## src/rtl/gtb_pkg.sv

```systemverilog
// Shared types and constants for the gray-to-braille cell converter.
// No dependencies; used by gtb_scan, gtb_dots and the top level under rtl/.
package gtb_pkg;

  localparam int MAX_CELLS_WIDE = 256;

  localparam int CFG_W   = 9;
  localparam int PIXEL_W = 8;
  localparam int CODE_W  = 14;
  localparam int DOTS_W  = 6;

  localparam logic [CODE_W-1:0]  BRAILLE_BASE     = 14'h2800;
  localparam logic [PIXEL_W-1:0] DOT_THRESHOLD    = 8'd128;
  localparam logic [CFG_W-1:0]   CELLS_WIDE_RESET = 9'd80;
  localparam logic [CFG_W-1:0]   CELLS_HIGH_RESET = 9'd25;
  localparam logic [CFG_W-1:0]   CELLS_HIGH_MAX   = 9'd256;

  typedef enum logic {
    REG_CELLS_WIDE = 1'b0,
    REG_CELLS_HIGH = 1'b1
  } cfg_reg_t;

  // Per-pixel control carried from the scan counters into the cell stage
  typedef struct packed {
    logic       dot;
    logic [1:0] dot_row;
    logic       right;
    logic       last;
  } pix_ctl_t;

  // Standard braille dot order: rows 0..2 left r / right r+3, row 3 left 6 / right 7
  function automatic logic [2:0] dot_pos(input logic [1:0] row, input logic right);
    logic [2:0] pos;
    if (row == 2'd3) begin
      pos = right ? 3'd7 : 3'd6;
    end else begin
      pos = right ? ({1'b0, row} + 3'd3) : {1'b0, row};
    end
    return pos;
  endfunction

endpackage

```

## src/rtl/gtb_ram.sv

```systemverilog
// Generic single-write, single-read RAM with registered read data.
// No dependencies.
module gtb_ram #(
  parameter int WIDTH = 8,
  parameter int DEPTH = 256,
  localparam int AW = (DEPTH > 1) ? $clog2(DEPTH) : 1
) (
  input  logic             clk,
  input  logic             we,
  input  logic [AW-1:0]    waddr,
  input  logic [WIDTH-1:0] wdata,
  input  logic             re,
  input  logic [AW-1:0]    raddr,
  output logic [WIDTH-1:0] rdata
);

  logic [WIDTH-1:0] mem [DEPTH];

  always_ff @(posedge clk) begin
    if (we) begin
      mem[waddr] <= wdata;
    end
    if (re) begin
      rdata <= mem[raddr];
    end
  end

endmodule

```

## src/rtl/gtb_scan.sv

```systemverilog
// Raster position counters and configuration registers.
// Depends on gtb_pkg.
module gtb_scan #(
  parameter int MAX_CELLS_WIDE = gtb_pkg::MAX_CELLS_WIDE,
  localparam int COL_W  = (MAX_CELLS_WIDE > 0) ? $clog2(2 * MAX_CELLS_WIDE) : 1,
  localparam int ADDR_W = (MAX_CELLS_WIDE > 1) ? $clog2(MAX_CELLS_WIDE) : 1
) (
  input  logic                       clk,
  input  logic                       rst,
  input  logic                       cfg_we,
  input  logic                       cfg_index,
  input  logic [gtb_pkg::CFG_W-1:0]  cfg_data,
  input  logic [gtb_pkg::PIXEL_W-1:0] pixel,
  input  logic                       accept,
  output gtb_pkg::pix_ctl_t          ctl,
  output logic [ADDR_W-1:0]          addr
);

  localparam int CMP_W = (COL_W + 1 > 11) ? COL_W + 1 : 11;

  logic [gtb_pkg::CFG_W-1:0] cells_wide;
  logic [gtb_pkg::CFG_W-1:0] cells_high;
  logic [COL_W-1:0]          pixel_column;
  logic [1:0]                dot_row;
  logic [7:0]                cell_row;

  logic [COL_W-1:0]          pixel_column_next;
  logic [1:0]                dot_row_next;
  logic [7:0]                cell_row_next;

  logic [CMP_W-1:0]          w_raw;
  logic [CMP_W-1:0]          w_max;
  logic [CMP_W-1:0]          w_eff;
  logic [CMP_W-1:0]          last_col;
  logic [gtb_pkg::CFG_W-1:0] h_last;
  logic                      row_end;
  logic                      frame_end;

  always_ff @(posedge clk) begin
    if (rst) begin
      cells_wide <= gtb_pkg::CELLS_WIDE_RESET;
      cells_high <= gtb_pkg::CELLS_HIGH_RESET;
    end else if (cfg_we) begin
      unique case (gtb_pkg::cfg_reg_t'(cfg_index))
        gtb_pkg::REG_CELLS_WIDE: cells_wide <= cfg_data;
        gtb_pkg::REG_CELLS_HIGH: cells_high <= cfg_data;
      endcase
    end
  end

  // Clamp width to 1..MAX_CELLS_WIDE and height to 1..256
  always_comb begin
    w_raw = CMP_W'(cells_wide);
    w_max = CMP_W'(MAX_CELLS_WIDE);
    if (w_raw == '0) begin
      w_eff = CMP_W'(1);
    end else if (w_raw > w_max) begin
      w_eff = w_max;
    end else begin
      w_eff = w_raw;
    end
    last_col = (w_eff << 1) - CMP_W'(1);

    if (cells_high == '0) begin
      h_last = '0;
    end else if (cells_high > gtb_pkg::CELLS_HIGH_MAX) begin
      h_last = gtb_pkg::CELLS_HIGH_MAX - 9'd1;
    end else begin
      h_last = cells_high - 9'd1;
    end
  end

  assign row_end   = CMP_W'(pixel_column) >= last_col;
  assign frame_end = {1'b0, cell_row} >= h_last;

  always_comb begin
    pixel_column_next = pixel_column + COL_W'(1);
    dot_row_next      = dot_row;
    cell_row_next     = cell_row;
    if (row_end) begin
      pixel_column_next = '0;
      if (dot_row == 2'd3) begin
        dot_row_next  = 2'd0;
        cell_row_next = frame_end ? 8'd0 : cell_row + 8'd1;
      end else begin
        dot_row_next = dot_row + 2'd1;
      end
    end
  end

  always_ff @(posedge clk) begin
    if (rst) begin
      pixel_column <= '0;
      dot_row      <= '0;
      cell_row     <= '0;
    end else if (accept) begin
      pixel_column <= pixel_column_next;
      dot_row      <= dot_row_next;
      cell_row     <= cell_row_next;
    end
  end

  always_comb begin
    ctl.dot     = pixel >= gtb_pkg::DOT_THRESHOLD;
    ctl.dot_row = dot_row;
    ctl.right   = pixel_column[0];
    ctl.last    = row_end && frame_end;
  end

  assign addr = ADDR_W'(pixel_column >> 1);

`ifndef ASSERT_OFF
  a_frame_wrap: assert property (@(posedge clk) disable iff (rst)
    (accept && row_end && frame_end && dot_row == 2'd3)
      |=> (cell_row == 8'd0 && dot_row == 2'd0 && pixel_column == '0))
    else $error("counters did not restart after the last cell of the frame");

  a_hold_idle: assert property (@(posedge clk) disable iff (rst)
    !accept |=> ($stable(pixel_column) && $stable(dot_row) && $stable(cell_row)))
    else $error("raster position moved without a pixel transfer");
`endif

endmodule

```

## src/rtl/gtb_dots.sv

```systemverilog
// Cell stage: per-column dot store update, cell assembly and result register.
// Depends on gtb_pkg and gtb_ram.
module gtb_dots #(
  parameter int MAX_CELLS_WIDE = gtb_pkg::MAX_CELLS_WIDE,
  localparam int ADDR_W = (MAX_CELLS_WIDE > 1) ? $clog2(MAX_CELLS_WIDE) : 1
) (
  input  logic                         clk,
  input  logic                         rst,
  input  logic                         accept,
  input  gtb_pkg::pix_ctl_t            in_ctl,
  input  logic [ADDR_W-1:0]            in_addr,
  output logic                         in_free,
  output logic                         out_valid,
  input  logic                         out_ready,
  output logic [gtb_pkg::CODE_W-1:0]   braille_code,
  output logic                         last_in_frame
);

  localparam int DW = gtb_pkg::DOTS_W;

  logic              s1_valid;
  gtb_pkg::pix_ctl_t s1_ctl;
  logic [ADDR_W-1:0] s1_addr;
  logic              held;

  logic              lw_valid;
  logic [ADDR_W-1:0] lw_addr;
  logic [DW-1:0]     lw_data;

  logic [DW-1:0]     rdata;
  logic [DW-1:0]     old_dots;
  logic [DW-1:0]     base_dots;
  logic [DW-1:0]     new_dots;
  logic [2:0]        pos;
  logic              s1_emit;
  logic              s1_adv;
  logic              we;
  logic [gtb_pkg::CODE_W-1:0] code;

  gtb_ram #(
    .WIDTH (DW),
    .DEPTH (MAX_CELLS_WIDE)
  ) u_store (
    .clk   (clk),
    .we    (we),
    .waddr (s1_addr),
    .wdata (new_dots),
    .re    (accept),
    .raddr (in_addr),
    .rdata (rdata)
  );

  assign s1_emit = (s1_ctl.dot_row == 2'd3) && s1_ctl.right;
  assign s1_adv  = s1_valid && (!s1_emit || !out_valid || out_ready);
  assign in_free = !s1_valid || s1_adv;

  // Read data misses a write made on the same edge; take the last write instead
  always_comb begin
    old_dots  = (lw_valid && lw_addr == s1_addr) ? lw_data : rdata;
    base_dots = (s1_ctl.dot_row == 2'd0 && !s1_ctl.right) ? '0 : old_dots;
    pos       = gtb_pkg::dot_pos(s1_ctl.dot_row, s1_ctl.right);
    new_dots  = base_dots | (DW'(s1_ctl.dot) << pos);
    we        = s1_adv && (s1_ctl.dot_row != 2'd3);
    code      = gtb_pkg::BRAILLE_BASE | {6'b0, s1_ctl.dot, held, old_dots};
  end

  always_ff @(posedge clk) begin
    if (rst) begin
      s1_valid <= 1'b0;
    end else if (in_free) begin
      s1_valid <= accept;
    end
  end

  always_ff @(posedge clk) begin
    if (accept && in_free) begin
      s1_ctl  <= in_ctl;
      s1_addr <= in_addr;
    end
  end

  always_ff @(posedge clk) begin
    if (rst) begin
      lw_valid <= 1'b0;
      held     <= 1'b0;
    end else begin
      if (we) begin
        lw_valid <= 1'b1;
      end
      if (s1_adv && s1_ctl.dot_row == 2'd3 && !s1_ctl.right) begin
        held <= s1_ctl.dot;
      end
    end
  end

  always_ff @(posedge clk) begin
    if (we) begin
      lw_addr <= s1_addr;
      lw_data <= new_dots;
    end
  end

  always_ff @(posedge clk) begin
    if (rst) begin
      out_valid <= 1'b0;
    end else if (s1_adv && s1_emit) begin
      out_valid <= 1'b1;
    end else if (out_ready) begin
      out_valid <= 1'b0;
    end
  end

  always_ff @(posedge clk) begin
    if (s1_adv && s1_emit) begin
      braille_code  <= code;
      last_in_frame <= s1_ctl.last;
    end
  end

`ifndef ASSERT_OFF
  a_code_range: assert property (@(posedge clk) disable iff (rst)
    out_valid |-> (braille_code[13:8] == 6'h28))
    else $error("result outside the braille block");

  a_cell_hold: assert property (@(posedge clk) disable iff (rst)
    (s1_valid && s1_emit && out_valid && !out_ready) |=> (s1_valid && $stable(s1_addr)))
    else $error("finished cell dropped while the result register was full");

  a_no_accept_when_full: assert property (@(posedge clk) disable iff (rst)
    (s1_valid && !s1_adv) |-> !in_free)
    else $error("cell stage offered space while stalled");
`endif

endmodule

```

## src/rtl/gray_to_braille_cells_core.sv

```systemverilog
// Top level of the gray-to-braille cell converter.
// Depends on gtb_pkg, gtb_scan and gtb_dots (which holds gtb_ram).
//
// Usage:
//   Pixels (8-bit gray) enter in raster order on pixel/pixel_valid/pixel_ready,
//   2*cells_wide per row, 4*cells_high rows per frame. A dot is set at gray >= 128.
//   One result per 2x4 cell leaves on braille_code/last_in_frame with
//   out_valid/out_ready; last_in_frame marks the final cell of the frame.
//   cfg_we/cfg_index/cfg_data write cells_wide (index 0) and cells_high (index 1)
//   while the block is idle; out-of-range values are clamped (0 acts as 1).
// Timing:
//   One pixel per cycle while results are taken. The cell's bottom-right pixel
//   passes the cell stage and result registers before out_valid. The per-column
//   dot store is a RAM with a registered read; a read-modify-write per pixel is
//   covered by a one-entry write bypass, so the store never limits the rate.
// Reset:
//   rst (synchronous) returns position counters to the frame start and restores
//   80 x 25 cells. The dot store is not cleared; each entry is written on a
//   cell's first row before use. When out_ready is low with a result pending,
//   the block still accepts pixels until a second finished cell has to wait.
module gray_to_braille_cells_core #(
  parameter int MAX_CELLS_WIDE = gtb_pkg::MAX_CELLS_WIDE
) (
  input  logic                          clk,
  input  logic                          rst,
  input  logic                          cfg_we,
  input  logic                          cfg_index,
  input  logic [gtb_pkg::CFG_W-1:0]     cfg_data,
  input  logic [gtb_pkg::PIXEL_W-1:0]   pixel,
  input  logic                          pixel_valid,
  output logic                          pixel_ready,
  output logic [gtb_pkg::CODE_W-1:0]    braille_code,
  output logic                          last_in_frame,
  output logic                          out_valid,
  input  logic                          out_ready
);

  localparam int ADDR_W = (MAX_CELLS_WIDE > 1) ? $clog2(MAX_CELLS_WIDE) : 1;

  logic              accept;
  logic              in_free;
  gtb_pkg::pix_ctl_t ctl;
  logic [ADDR_W-1:0] addr;

  assign pixel_ready = in_free;
  assign accept      = pixel_valid && in_free;

  gtb_scan #(
    .MAX_CELLS_WIDE (MAX_CELLS_WIDE)
  ) u_scan (
    .clk       (clk),
    .rst       (rst),
    .cfg_we    (cfg_we),
    .cfg_index (cfg_index),
    .cfg_data  (cfg_data),
    .pixel     (pixel),
    .accept    (accept),
    .ctl       (ctl),
    .addr      (addr)
  );

  gtb_dots #(
    .MAX_CELLS_WIDE (MAX_CELLS_WIDE)
  ) u_dots (
    .clk           (clk),
    .rst           (rst),
    .accept        (accept),
    .in_ctl        (ctl),
    .in_addr       (addr),
    .in_free       (in_free),
    .out_valid     (out_valid),
    .out_ready     (out_ready),
    .braille_code  (braille_code),
    .last_in_frame (last_in_frame)
  );

endmodule

```

## config.mk

```make
export PLATFORM = sky130hd
export DESIGN_NAME = gray_to_braille_cells_core
export DESIGN_NICKNAME = d
export VERILOG_FILES = /design/src/rtl/gtb_pkg.sv /design/src/rtl/gtb_ram.sv /design/src/rtl/gtb_scan.sv /design/src/rtl/gtb_dots.sv /design/src/rtl/gray_to_braille_cells_core.sv
export SDC_FILE = /design/constraint.sdc
export NUM_CORES = 2
export LEC_CHECK = 0
export BUFFER_PORTS_ARGS = -buffer_cell sky130_fd_sc_hd__buf_2
export CAP_MARGIN = 25
export CORE_UTILIZATION = 37
export CTS_CLUSTER_SIZE = 12
export DETAILED_ROUTE_END_ITERATION = 12
export GPL_TIMING_DRIVEN = 0
export SYNTH_ARGS = -nofsm -noshare
export SYNTH_HDL_FRONTEND = slang
export SYNTH_SLANG_ARGS = --single-unit
export TNS_END_PERCENT = 30
```

## constraint.sdc

```tcl
create_clock -name clk -period 37 [get_ports clk]
set_input_delay 7.4 -clock clk [delete_from_list [all_inputs] [get_ports clk]]
set_output_delay 7.4 -clock clk [all_outputs]
set_load 0.02 [all_outputs]
```

==> reports/results.ini <==
[route]
drt_iter0_markers=7139
wirelength_um=239000
post_drt_wl_per_cell_um=39.2
vias_per_cell=6.25
ant_nets=0
dr_total_vias=38100
first_pass_iters=7
drcViolationCount=0

[die]
die_w_um=419
initial_utilization_pct=37.4
fp.dieH_um=419
die-area_um2=176000
core_area_um2=172000
ios=40
rows=152

[worst_setup_path]
cpMaxStageDelayCell=nor2b_1
crit_family=simple AND/OR/NAND/NOR gates
worst-path-buf-inv=2
slowest_delay_ps=190
cp_max_fo=3
cp_common_cell=buf_2
cp-end-kind=output pin
r2r-end=u_dots.u_store.rdata[5]
reg2reg_depth=9
critPathKind=input pin to output pin
crit_arrival_ps=7970
reg2reg_slack_ps=31460
worstReg2RegStart=u_scan.pixel_column[3]
required_ps=29600
cp-start-kind=input pin
cp-startpoint=out_ready
path_cells=buf_2 -> nor2b_1 -> nand2b_1 -> buf_2

[sta]
period_minus_slack_ps=15370
finalCritPeriodShare_pct=41.6
setup_violations=0
finalHoldViolCount=0
hold_slack_ps=429
setup_tns_ps=0
fmax_mhz=65.0
slew_viol_final=0
rsz0062_at_grt=no
max-slew-margin-rel_pct=7.27
clock-skew-final_ps=43.4
tightestPinTransition_ps=1380
finalWorstSetupSlack_ps=21630

[global_route]
grt_pass1_wl_um=314000
grt_use_total_pct=26.9
antenna_found_initial=17
grt_pass1_vias=35400
grt_max_degree=95
grt-ovfl-total=0

[yosys]
ys.flop_type=edfxtp_1
syn_area_per_cell_um2=19.0
yosys-top-cells-area=edfxtp_1, mux4_2, mux2i_1, nor2_1, dfxtp_1
yosys.area.top_type=edfxtp_1
synthTopCellsByCount=edfxtp_1, nor2_1, mux4_2
ys_seq_area_share_pct=74.8
netlist_instances=3402
synth_edf_count=1578
post_synth_num_cell_types=78
synth_area_um2=64500
synth_most_common_cell=edfxtp_1
synth_seq_cells=1619
synth_top_area_share_pct=73.5
synthArstFlopShare_pct=0
ys_warn_count=0

[clocking]
clkLatencyLatePin_ps=830
cts_sinks=1619
cts_setup_buffers=0
cts.clk_slew.worst_paths_ps=60
htreeDepth=4
cts_inserted_buffers=166
cts_hold_buf=0
clockRootBuffer=clkbuf_16
cts_tree=built
clk_path_buf_depth=3
postCtsResizedCells=0

[min_path]
hold_path_class=flip-flop to flip-flop
whs_path_depth=0
worstHoldStart=u_dots.s1_ctl[0]
min_to=u_dots.last_in_frame

[layout]
multi_input_area_um2=14900
drive_above_1_share_pct=20.4
syn_to_final_growth_pct=14.6
fill_cells=15000
nNetsFinal=3719
design_area_um2=73900
seq_area_um2=48200

[power_and_ir_drop]
peakVddDrop_uv=31.8
powerDensity_nw_per_um2=52.0
power.total_mw=3.84
total_leakage_power_nw=22.6

[place]
gp_congestion=0.993
dp_hpwl_um=155000
post_dp_cell_area_um2=69000
dpl_worst_slack_ps=21620
port_buffers=24

[status]
status=finished clean

[run]
cap_viol_max_count=0

## cell families (layout without fill, tap and decap cells)
| group | after synthesis | in the layout | share of synthesized area (%) |
|---|---|---|---|
| flops | 1619 | 1619 | 74.8 |
| simple gates | 611 | 611 | 4.11 |
| mux | 512 | 512 | 14.0 |
| compound gates | 381 | 381 | 4.06 |
| buf+inv | 228 | 598 | 2.27 |
| fa+ha+maj | 26 | 26 | 0.501 |
| xor+xnor | 23 | 23 | 0.312 |
| other cells | 2 | 16 | 0.0116 |
## stage by stage
step / util (%) / std cells
after detailed placement: 40.0 / 5811
after CTS: 42.9 / 6084
final: 42.9 / 6096
after floorplan: - / 3406
after global routing: 42.9 / 6086
after global placement: 39.2 / 5740
## how the worst max path moves through the flow
stage                                             to  depth (start not counted)
after floorplan                          pixel_ready                          2
after global placement    u_dots.u_store.mem[220][3]                          5
after detailed placement                 pixel_ready                          4
after CTS                                pixel_ready                          4
after global routing                     pixel_ready                          4
final                                    pixel_ready                          4
## metal layers
metal	vias to the layer above	track usage, %	share of wire [%]
met3	628	9.20	15
li1	14400	-	-
met2	3318	38.7	43
met4	10	14.6	6.4
met1	19800	35.8	36
met5	-	0.750	0.14
## state kept, by name (all words and copies together), names as in the netlist
register              flops
u_dots.out_valid          1
u_dots.held               1
u_dots.u_store.rdata      6
u_dots.lw_data            6
u_dots.last_in_frame      1
u_dots.s1_ctl             4
u_dots.lw_valid           1
u_scan.pixel_column       9
u_dots.braille_code       8
u_dots.code               1
u_dots.lw_addr            8
u_scan.cells_wide         9
u_dots.s1_valid           1
u_dots.u_store.mem     1536
u_scan.cells_high         9
u_scan.dot_row            2
u_scan.cell_row           8
u_dots.s1_addr            8
## worst register-to-register path, cell delays in order, from the launching register on
cell	delay (ps)
dfxtp_1	660
buf_6	240
buf_2	470
buf_2	640
buf_2	690
nand2_1	660
o22ai_1	410
a21oi_1	140
a211oi_1	910
o32ai_1	360
## final cells by class
type / instances / area share, %
repair buffers: 97 / 2.03
inverters: 18 / 0.0914
clock buffers: 218 / 5.96
diodes: 10 / 0.0339
plain buffers: 210 / 1.92
multi-input cells: 1559 / 20.2
flip-flops and latches: 1619 / 65.2
clock inverters: 55 / 0.652
well taps: 2310 / 3.91
## power by group
group | internal (mW) | switching, mW | leakage [nW] | total, mW
sequential | 2.04 | 0.00319 | 14.6 | 2.04
clock | 0.857 | 0.711 | 2.36 | 1.57
combinational | 0.0745 | 0.157 | 5.64 | 0.232
total | 2.97 | 0.871 | 22.6 | 3.84
## cell usage in the layout (no fill, tap or decap), drive strengths merged, types with 48 or more instances in the layout
master	synthesis	routed
nor2	336	336
a21oi	73	73
edfxtp	1578	1578
clkbuf	77	297
nand2	133	133
mux4	303	303
mux2i	195	195
o22ai	48	48
buf	132	227
a22oi	56	56
o21ai	53	53
Power figures use the tool's default switching activity.
